<file path="config.mk">
export PLATFORM = sky130hd
export DESIGN_NAME = accel_magnitude_fall_alarm_core
export DESIGN_NICKNAME = d
export VERILOG_FILES = /design/src/rtl/core/amfa_pkg.sv /design/src/rtl/core/amfa_ctrl.sv /design/src/rtl/core/amfa_dp.sv /design/src/rtl/core/accel_magnitude_fall_alarm_core.sv
export SDC_FILE = /design/constraint.sdc
export NUM_CORES = 1
export LEC_CHECK = 0
export BUFFER_PORTS_ARGS = -buffer_cell sky130_fd_sc_hd__buf_2
export CAP_MARGIN = 40
export CORE_UTILIZATION = 55
export DETAILED_ROUTE_END_ITERATION = 12
export GPL_TIMING_DRIVEN = 0
export PLACE_DENSITY = 0.77
export SETUP_SLACK_MARGIN = 0.5
export SLEW_MARGIN = 10
export SYNTH_ARGS = -nofsm -noshare
export SYNTH_HDL_FRONTEND = slang
export SYNTH_HIERARCHICAL = 1
export SYNTH_SLANG_ARGS = --single-unit
</file>
<file path="constraint.sdc">
create_clock -name clk -period 20.5 [get_ports clk]
set_input_delay 2.05 -clock clk [delete_from_list [all_inputs] [get_ports clk]]
set_output_delay 2.05 -clock clk [all_outputs]
set_load 0.03 [all_outputs]
</file>
<file path="src/rtl/core/amfa_pkg.sv">
// Shared types and constants for the acceleration magnitude fall alarm block.
`timescale 1ns / 1ps
`default_nettype none
package amfa_pkg;

    // Item modes
    localparam logic [1:0] MODE_SAMPLE      = 2'd0;
    localparam logic [1:0] MODE_READ_PEAK   = 2'd1;
    localparam logic [1:0] MODE_CLEAR_ALARM = 2'd2;

    // Axis select codes for the shared squarer
    localparam logic [1:0] AXIS_X = 2'd0;
    localparam logic [1:0] AXIS_Y = 2'd1;
    localparam logic [1:0] AXIS_Z = 2'd2;

    // Configuration register map (index taken from paddr[2])
    localparam int unsigned APB_ADDR_W   = 3;
    localparam int unsigned APB_DATA_W   = 32;
    localparam logic        REG_ALARM_THRESHOLD = 1'b0;

    localparam int unsigned MAG_W       = 16;
    localparam int unsigned SUM_W       = 32;
    localparam logic [MAG_W-1:0] THRESHOLD_RESET = 16'd7168;

    // Root iterations: one result bit per step
    localparam int unsigned ROOT_STEPS  = 16;
    localparam int unsigned STEP_CNT_W  = 4;

    typedef struct packed {
        logic [1:0]         mode;
        logic signed [15:0] accel_x;
        logic signed [15:0] accel_y;
        logic signed [15:0] accel_z;
    } sample_t;

    typedef struct packed {
        logic             alarm;
        logic [MAG_W-1:0] peak_value;
        logic [MAG_W-1:0] sample_magnitude;
    } result_t;

    // Controller to datapath
    typedef struct packed {
        logic       load;
        logic       mul_en;
        logic [1:0] mul_sel;
        logic       acc_clr;
        logic       acc_add;
        logic       root_init;
        logic       root_step;
        logic       finish;
    } amfa_cmd_t;

    // Datapath to controller
    typedef struct packed {
        logic in_is_sample;
        logic out_full;
    } amfa_status_t;

endpackage
`default_nettype wire

</file>
<file path="src/rtl/core/amfa_ctrl.sv">
// Sequencing state machine for the acceleration magnitude fall alarm block.
`timescale 1ns / 1ps
`default_nettype none
module amfa_ctrl
    import amfa_pkg::*;
(
    input  wire logic         clk,
    input  wire logic         rst_n,
    input  wire logic         sample_valid,
    output logic              sample_ready,
    input  wire amfa_status_t status,
    output amfa_cmd_t         cmd
);

    typedef enum logic [2:0] {
        ST_IDLE,
        ST_SQUARE,
        ST_ACCUM,
        ST_ROOT,
        ST_FINISH
    } state_t;

    state_t                state_reg, state_next;
    logic [STEP_CNT_W-1:0] cnt_reg, cnt_next;

    // Hold state and step counter
    always_ff @(posedge clk or negedge rst_n)
    begin
        if (!rst_n)
        begin
            state_reg <= ST_IDLE;
            cnt_reg   <= '0;
        end
        else
        begin
            state_reg <= state_next;
            cnt_reg   <= cnt_next;
        end
    end

    // Next state and datapath commands
    always_comb
    begin
        state_next    = state_reg;
        cnt_next      = cnt_reg;
        cmd           = '0;
        sample_ready  = 1'b0;
        case (state_reg)
            ST_IDLE:
            begin
                sample_ready = 1'b1;
                if (sample_valid)
                begin
                    cmd.load   = 1'b1;
                    cnt_next   = '0;
                    state_next = status.in_is_sample ? ST_SQUARE : ST_FINISH;
                end
            end
            ST_SQUARE:
            begin
                cmd.mul_en  = 1'b1;
                cmd.mul_sel = cnt_reg[1:0];
                cmd.acc_clr = (cnt_reg[1:0] == AXIS_X);
                cmd.acc_add = (cnt_reg[1:0] != AXIS_X);
                cnt_next    = cnt_reg + 1'b1;
                if (cnt_reg[1:0] == AXIS_Z)
                begin
                    state_next = ST_ACCUM;
                end
            end
            ST_ACCUM:
            begin
                cmd.acc_add   = 1'b1;
                cmd.root_init = 1'b1;
                cnt_next      = '0;
                state_next    = ST_ROOT;
            end
            ST_ROOT:
            begin
                cmd.root_step = 1'b1;
                cnt_next      = cnt_reg + 1'b1;
                if (cnt_reg == STEP_CNT_W'(ROOT_STEPS - 1))
                begin
                    state_next = ST_FINISH;
                end
            end
            ST_FINISH:
            begin
                // Wait for the output register to drain
                if (!status.out_full)
                begin
                    cmd.finish = 1'b1;
                    state_next = ST_IDLE;
                end
            end
            default:
            begin
                state_next = ST_IDLE;
            end
        endcase
    end

endmodule
`default_nettype wire

</file>
<file path="src/rtl/core/amfa_dp.sv">
// Datapath: squarer, accumulator, iterative square root, peak and alarm state.
`timescale 1ns / 1ps
`default_nettype none
module amfa_dp
    import amfa_pkg::*;
(
    input  wire logic             clk,
    input  wire logic             rst_n,
    input  wire sample_t          sample_data,
    input  wire amfa_cmd_t        cmd,
    output amfa_status_t          status,
    input  wire logic             cfg_we,
    input  wire logic [MAG_W-1:0] cfg_wdata,
    output logic [MAG_W-1:0]      threshold,
    output logic                  result_valid,
    input  wire logic             result_ready,
    output result_t               result_data
);

    sample_t             item_reg;
    logic [SUM_W-2:0]    prod_reg;
    logic [SUM_W-1:0]    rem_reg;
    logic [SUM_W-1:0]    root_reg;
    logic [SUM_W-1:0]    bit_reg;
    logic [MAG_W-1:0]    thr_reg;
    logic [MAG_W-1:0]    peak_reg, peak_next;
    logic                alarm_reg, alarm_next;
    logic                valid_reg;
    result_t             out_reg, out_next;

    logic signed [15:0]  axis;
    logic signed [31:0]  square;
    logic [SUM_W:0]      trial;
    logic                fits;
    logic [MAG_W-1:0]    mag;
    logic                is_sample;

    assign status.in_is_sample = (sample_data.mode == MODE_SAMPLE);
    assign status.out_full     = valid_reg && !result_ready;
    assign threshold           = thr_reg;
    assign result_valid        = valid_reg;
    assign result_data         = out_reg;

    // Select one axis for the shared squarer
    always_comb
    begin
        case (cmd.mul_sel)
            AXIS_X:  axis = item_reg.accel_x;
            AXIS_Y:  axis = item_reg.accel_y;
            default: axis = item_reg.accel_z;
        endcase
    end

    assign square = axis * axis;

    // Trial subtraction of one root step
    assign trial = {1'b0, root_reg} + {1'b0, bit_reg};
    assign fits  = ({1'b0, rem_reg} >= trial);

    // Result and state update at the end of the transaction
    always_comb
    begin
        is_sample  = (item_reg.mode == MODE_SAMPLE);
        mag        = is_sample ? root_reg[MAG_W-1:0] : '0;
        peak_next  = peak_reg;
        alarm_next = alarm_reg;
        out_next.peak_value = peak_reg;
        case (item_reg.mode)
            MODE_SAMPLE:
            begin
                if (mag > peak_reg)
                begin
                    peak_next = mag;
                end
                if (mag > thr_reg)
                begin
                    alarm_next = 1'b1;
                end
                out_next.peak_value = peak_next;
            end
            MODE_READ_PEAK:
            begin
                peak_next = '0;
            end
            MODE_CLEAR_ALARM:
            begin
                alarm_next = 1'b0;
            end
            default:
            begin
                peak_next  = peak_reg;
            end
        endcase
        out_next.alarm            = alarm_next;
        out_next.sample_magnitude = mag;
    end

    // Capture the item, square and accumulate, iterate the root
    always_ff @(posedge clk)
    begin
        if (cmd.load)
        begin
            item_reg <= sample_data;
        end
        if (cmd.mul_en)
        begin
            prod_reg <= square[SUM_W-2:0];
        end
        if (cmd.acc_clr)
        begin
            rem_reg <= '0;
        end
        else if (cmd.acc_add)
        begin
            rem_reg <= rem_reg + {1'b0, prod_reg};
        end
        else if (cmd.root_step && fits)
        begin
            rem_reg <= rem_reg - trial[SUM_W-1:0];
        end
        if (cmd.root_init)
        begin
            root_reg <= '0;
            bit_reg  <= SUM_W'(1) << (SUM_W - 2);
        end
        else if (cmd.root_step)
        begin
            root_reg <= fits ? ((root_reg >> 1) + bit_reg) : (root_reg >> 1);
            bit_reg  <= bit_reg >> 2;
        end
        if (cmd.finish)
        begin
            out_reg <= out_next;
        end
    end

    // Hold threshold, peak, alarm and output valid
    always_ff @(posedge clk or negedge rst_n)
    begin
        if (!rst_n)
        begin
            thr_reg   <= THRESHOLD_RESET;
            peak_reg  <= '0;
            alarm_reg <= 1'b0;
            valid_reg <= 1'b0;
        end
        else
        begin
            if (cfg_we)
            begin
                thr_reg <= cfg_wdata;
            end
            if (cmd.finish)
            begin
                peak_reg  <= peak_next;
                alarm_reg <= alarm_next;
                valid_reg <= 1'b1;
            end
            else if (result_ready)
            begin
                valid_reg <= 1'b0;
            end
        end
    end

endmodule
`default_nettype wire

</file>
<file path="src/rtl/core/accel_magnitude_fall_alarm_core.sv">
// Top level of the acceleration magnitude fall alarm block.
//
// Input channel sample_valid/sample_ready/sample_data carries one transaction
// per item: a mode and three signed Q4.11 g axis values. Output channel
// result_valid/result_ready/result_data returns exactly one transaction per
// item: latched alarm, peak magnitude and sample magnitude (unsigned Q5.11).
// An APB port holds the alarm threshold at byte address 0 (reset 3.5 g).
//
// Once accepted, a sample transaction passes its three axes in turn through
// the shared squarer, finishes the sum of squares, runs sixteen steps of
// the bit-per-step square root unit and then updates peak and alarm as the
// result is registered. Read-peak, clear-alarm and undefined-mode
// transactions give a result one cycle after acceptance. The controller
// returns to idle as the result is registered and one item is in work at a
// time, so a new item is accepted only once the previous one is finished.
//
// The result sits in an output register; the next item is accepted while it
// waits. If the receiver stalls, the following item finishes its work and
// then holds until the output register drains. Reset clears the peak, the
// alarm and the output valid, and restores the threshold to 3.5 g.
`timescale 1ns / 1ps
`default_nettype none
module accel_magnitude_fall_alarm_core
    import amfa_pkg::*;
(
    input  wire logic                  clk,
    input  wire logic                  rst_n,
    input  wire logic                  sample_valid,
    output logic                       sample_ready,
    input  wire sample_t               sample_data,
    output logic                       result_valid,
    input  wire logic                  result_ready,
    output result_t                    result_data,
    input  wire logic                  psel,
    input  wire logic                  penable,
    input  wire logic                  pwrite,
    input  wire logic [APB_ADDR_W-1:0] paddr,
    input  wire logic [APB_DATA_W-1:0] pwdata,
    output logic [APB_DATA_W-1:0]      prdata,
    output logic                       pready
);

    amfa_cmd_t        cmd;
    amfa_status_t     status;
    logic             cfg_we;
    logic [MAG_W-1:0] threshold;

    // Decode register writes and reads
    assign pready = 1'b1;
    assign cfg_we = psel && penable && pwrite && (paddr[2] == REG_ALARM_THRESHOLD);
    assign prdata = (paddr[2] == REG_ALARM_THRESHOLD)
                  ? {{(APB_DATA_W - MAG_W){1'b0}}, threshold} : '0;

    amfa_ctrl u_ctrl (
        .clk          (clk),
        .rst_n        (rst_n),
        .sample_valid (sample_valid),
        .sample_ready (sample_ready),
        .status       (status),
        .cmd          (cmd)
    );

    amfa_dp u_dp (
        .clk          (clk),
        .rst_n        (rst_n),
        .sample_data  (sample_data),
        .cmd          (cmd),
        .status       (status),
        .cfg_we       (cfg_we),
        .cfg_wdata    (pwdata[MAG_W-1:0]),
        .threshold    (threshold),
        .result_valid (result_valid),
        .result_ready (result_ready),
        .result_data  (result_data)
    );

endmodule
`default_nettype wire

</file>
==> metrics.txt <==
# TYPE chip_impl_metric gauge
chip_impl_metric{name="insertion_delay",unit="ps"} 590
chip_impl_metric{name="async_reset_ff_share",unit="%"} 17.52
chip_impl_info{name="setup_repair_after_global_routing_missed_its_margin",value="no"} 1
chip_impl_metric{name="worstMarginPinSlew",unit="ps"} 888.7
chip_impl_metric{name="critPathMaxFanout",unit=""} 14
chip_impl_info{name="path_common_cell",value="sky130_fd_sc_hd__fa_1"} 1
chip_impl_metric{name="synth.yosys.seq_area_share",unit="%"} 25.08
chip_impl_info{name="cpMaxStageDelayCell",value="sky130_fd_sc_hd__o21ai_0"} 1
chip_impl_metric{name="die_x",unit="um"} 211.0
chip_impl_info{name="synth_top_cells_by_count",value="sky130_fd_sc_hd__inv_1 (398), sky130_fd_sc_hd__nand2_1 (292), sky130_fd_sc_hd__fa_1 (230), sky130_fd_sc_hd__ha_1 (217), sky130_fd_sc_hd__nor2_1 (185)"} 1
chip_impl_metric{name="detailed_route_vias_per_instance",unit=""} 5.724
chip_impl_metric{name="route.vias.total",unit=""} 19640
chip_impl_metric{name="drt_drc_violations_left",unit=""} 0
chip_impl_metric{name="grt_pass1_vias",unit=""} 20150
chip_impl_metric{name="post-dp-hpwl",unit="um"} 50390
chip_impl_metric{name="yosys_reg_bits",unit=""} 234
chip_impl_info{name="critPathCapture",value="u_dp/prod_reg[30]$_DFFE_PP_"} 1
chip_impl_metric{name="gp_routability_congestion",unit=""} 0.9211
chip_impl_metric{name="antenna_found_initial",unit=""} 0
chip_impl_info{name="synth_area_leaders",value="sky130_fd_sc_hd__fa_1 (19%), sky130_fd_sc_hd__edfxtp_1 (14%), sky130_fd_sc_hd__ha_1 (11%)"} 1
chip_impl_metric{name="placeableCoreArea",unit="um^2"} 43080
chip_impl_metric{name="share_of_post_route_cells_with_drive_strength_above_1",unit="%"} 9.557
chip_impl_metric{name="synth-edff-count",unit=""} 113
chip_impl_metric{name="die_outline_area",unit="um^2"} 44520
chip_impl_metric{name="timing.clock.skew",unit="ps"} 28.66
chip_impl_info{name="critical_path.startpoint_type",value="register"} 1
chip_impl_info{name="synth_top_flop_cell",value="sky130_fd_sc_hd__edfxtp_1"} 1
chip_impl_metric{name="timing.critical_path.slowest_cell_delay",unit="ps"} 700
chip_impl_metric{name="required_time_at_the_endpoint_of_the_critical_path",unit="ps"} 20820
chip_impl_info{name="cts_tree",value="built"} 1
chip_impl_metric{name="syn_area",unit="um^2"} 24030
chip_impl_metric{name="placement_rows",unit=""} 76
chip_impl_metric{name="filler_cell_count",unit=""} 3583
chip_impl_info{name="launching_point_of_the_worst_reg2reg_path",value="u_ctrl/state_reg[2]$_DFFE_PN0P_"} 1
chip_impl_metric{name="timing.reg2reg.setup_slack",unit="ps"} 10440
chip_impl_metric{name="fmax",unit="GHz"} 0.09942
chip_impl_metric{name="maxCapViolCount",unit=""} 0
chip_impl_metric{name="final-hold-violation-count",unit=""} 0
chip_impl_info{name="outcome",value="finished, final reports clean"} 1
chip_impl_metric{name="die_h",unit="um"} 211.0
chip_impl_info{name="yosys.cell_count.top_type",value="sky130_fd_sc_hd__inv_1"} 1
chip_impl_metric{name="cp.arrival",unit="ps"} 10380
chip_impl_metric{name="wire_length_of_the_first_global_routing_pass",unit="um"} 100500
chip_impl_metric{name="setup_viol",unit=""} 0
chip_impl_metric{name="period_needed",unit="ps"} 10060
chip_impl_metric{name="syn_inst",unit=""} 2647
chip_impl_metric{name="grt_max_degree",unit=""} 43
chip_impl_metric{name="syn-mean-instance-area",unit="um^2"} 9.077
chip_impl_metric{name="htree_levels",unit=""} 1
chip_impl_metric{name="count_of_nets_after_finishing",unit=""} 3363
chip_impl_info{name="clock_tree.root_cell",value="sky130_fd_sc_hd__clkbuf_16"} 1
chip_impl_info{name="path_class",value="reg2reg"} 1
chip_impl_metric{name="clockBufferDepth",unit=""} 3
chip_impl_metric{name="drt_first_iter_violations",unit=""} 1573
chip_impl_metric{name="areaGrowthSynthToFinish",unit="%"} 10.25
chip_impl_metric{name="netlist.area_leader.share",unit="%"} 19.16
chip_impl_metric{name="pre_repair_dr_iteration_count",unit=""} 7
chip_impl_metric{name="post_cts.repair.setup_buffers",unit=""} 0
chip_impl_metric{name="drt-total-wl",unit="um"} 61550
chip_impl_info{name="crit-reg2reg-capture",value="u_dp/prod_reg[30]$_DFFE_PP_"} 1
chip_impl_metric{name="num_antenna_cells",unit=""} 0
chip_impl_metric{name="worst_r2r_path_depth",unit=""} 30
chip_impl_metric{name="cts_made_buffers",unit=""} 28
chip_impl_metric{name="largest_register_ff_count",unit=""} 50
chip_impl_metric{name="top_level_ports",unit=""} 160
chip_impl_info{name="cell_type_with_the_highest_aggregate_area_in_the_netlist",value="sky130_fd_sc_hd__fa_1"} 1
chip_impl_metric{name="cts_repair_resize_count",unit=""} 0
chip_impl_metric{name="final_antenna_net_count",unit=""} 0
chip_impl_metric{name="sequential_cell_area",unit="um^2"} 6025
chip_impl_metric{name="port_buffers",unit=""} 124
chip_impl_info{name="timing.hold.worst.class",value="reg2reg"} 1
chip_impl_metric{name="ys.warnings.count",unit=""} 6
chip_impl_metric{name="fin_setup_tns",unit="ps"} 0
chip_impl_metric{name="multi_input_logic_area",unit="um^2"} 16050
chip_impl_metric{name="grt_remaining_overflow",unit=""} 0
chip_impl_metric{name="ctsHoldBuffers",unit=""} 0
chip_impl_metric{name="slew-limit-headroom",unit="%"} 39.98
chip_impl_metric{name="layout_worst_path_cycle_share",unit="%"} 49.06
chip_impl_metric{name="grt_use_total",unit="%"} 28.27
chip_impl_metric{name="cts.clk_slew.worst_paths",unit="ps"} 60
chip_impl_metric{name="wl_per_cell",unit="um"} 17.94
chip_impl_metric{name="slew_viol_final",unit=""} 0
chip_impl_metric{name="tritoncts_num_sinks",unit=""} 234
chip_impl_metric{name="floorplan.initialDensity",unit="%"} 55.77
chip_impl_info{name="worst_setup_path_startpoint",value="u_ctrl/state_reg[2]$_DFFE_PN0P_"} 1
chip_impl_info{name="setup.worst_path.end_class",value="register"} 1
chip_impl_metric{name="synth.distinct_cells",unit=""} 103
through the flow:
step                worst slack, ps  cell area, um^2  util, %  instances  hold slack, ps
finish                        10440            26490    61.49       3431           480.6
global route                   9952            26490    61.49       3431           499.5
global placement               9815            25430    59.05       3371           457.6
floorplan                     11550            24080        -       2662           449.2
CTS                           10510            26490    61.49       3431           476.3
detailed placement            10550            25530    59.27       3379           467.0
worst min-delay path by stage:
stage	from	to	slack, ps	cells past startpoint
6_report	u_dp/rem_reg[23]$_SDFFE_PP0P_	u_dp/rem_reg[23]$_SDFFE_PP0P_	480	2
5_1_grt	u_dp/rem_reg[23]$_SDFFE_PP0P_	u_dp/rem_reg[23]$_SDFFE_PP0P_	500	2
3_5_place_dp	u_dp/rem_reg[0]$_SDFFE_PP0P_	u_dp/rem_reg[0]$_SDFFE_PP0P_	470	2
2_1_floorplan	u_dp/rem_reg[0]$_SDFFE_PP0P_	u_dp/rem_reg[0]$_SDFFE_PP0P_	450	2
4_1_cts	u_dp/rem_reg[0]$_SDFFE_PP0P_	u_dp/rem_reg[0]$_SDFFE_PP0P_	480	2
3_3_place_gp	u_dp/rem_reg[0]$_SDFFE_PP0P_	u_dp/rem_reg[0]$_SDFFE_PP0P_	460	2
layer usage:
layer | share of wire, % | GRT usage, % | routed length [um] | vias to the layer above
li1 | - | - | - | 9225
met1 | 41 | 34.61 | 25270 | 9551
met2 | 50 | 50.54 | 30620 | 695
met3 | 4.8 | 3.048 | 2970 | 167
met4 | 4.4 | 11.79 | 2696 | 0
met5 | 0 | 0 | 0 | -
layout by cell type (no fill, tap or decap), types with 21 or more instances in the layout:
cell type	instances
sky130_fd_sc_hd__dfrtp_1	38
sky130_fd_sc_hd__nand2_1	292
sky130_fd_sc_hd__fa_1	230
sky130_fd_sc_hd__nor2_1	185
sky130_fd_sc_hd__buf_4	23
sky130_fd_sc_hd__dfxtp_1	80
sky130_fd_sc_hd__a21o_1	60
sky130_fd_sc_hd__a211oi_1	21
sky130_fd_sc_hd__buf_2	134
sky130_fd_sc_hd__clkbuf_16	28
sky130_fd_sc_hd__nor3_1	31
sky130_fd_sc_hd__xor2_1	41
sky130_fd_sc_hd__o21a_1	26
sky130_fd_sc_hd__nand3_1	30
sky130_fd_sc_hd__clkbuf_1	75
sky130_fd_sc_hd__nand4_1	26
sky130_fd_sc_hd__ha_1	217
sky130_fd_sc_hd__a21oi_1	124
sky130_fd_sc_hd__mux2i_1	44
sky130_fd_sc_hd__a31oi_1	21
sky130_fd_sc_hd__nor2b_1	30
sky130_fd_sc_hd__xnor2_1	78
sky130_fd_sc_hd__o21ai_0	142
sky130_fd_sc_hd__edfxtp_1	113
sky130_fd_sc_hd__inv_1	398
sky130_fd_sc_hd__and2_1	35
critical path: cells and delay by family (launching register included):
family,cells,cell delay (ps)
compound gates,8,1910
xor+xnor,1,80
fa+ha+maj,7,3370
buf+inv,6,1770
flops,1,390
mux,1,160
simple gates,7,2120
final cells by class:
type	instances	area share, %
Buffer	104	1.847
Clock buffer	32	2.740
Clock inverter	20	0.8739
Inverter	405	5.739
Multi-Input combinational cell	1919	60.61
Sequential cell	234	22.74
Tap cell	585	2.763
Timing Repair Buffer	132	2.683
logic make-up after synthesis:
family / after synthesis / synth area share (%)
flip-flops: 234 / 25.08
buffers and inverters: 509 / 8.364
multiplexers: 54 / 2.317
adder cells (fa/ha/maj): 447 / 30.47
other: 2 / 0.03126
AO/OA/AOI/OAI: 541 / 14.76
AND/OR/NAND/NOR: 740 / 14.58
XOR/XNOR: 120 / 4.406
Power is left out: the tool's default activity adds up to more than one toggle a clock period on the data nets, which glitch-free logic cannot reach.
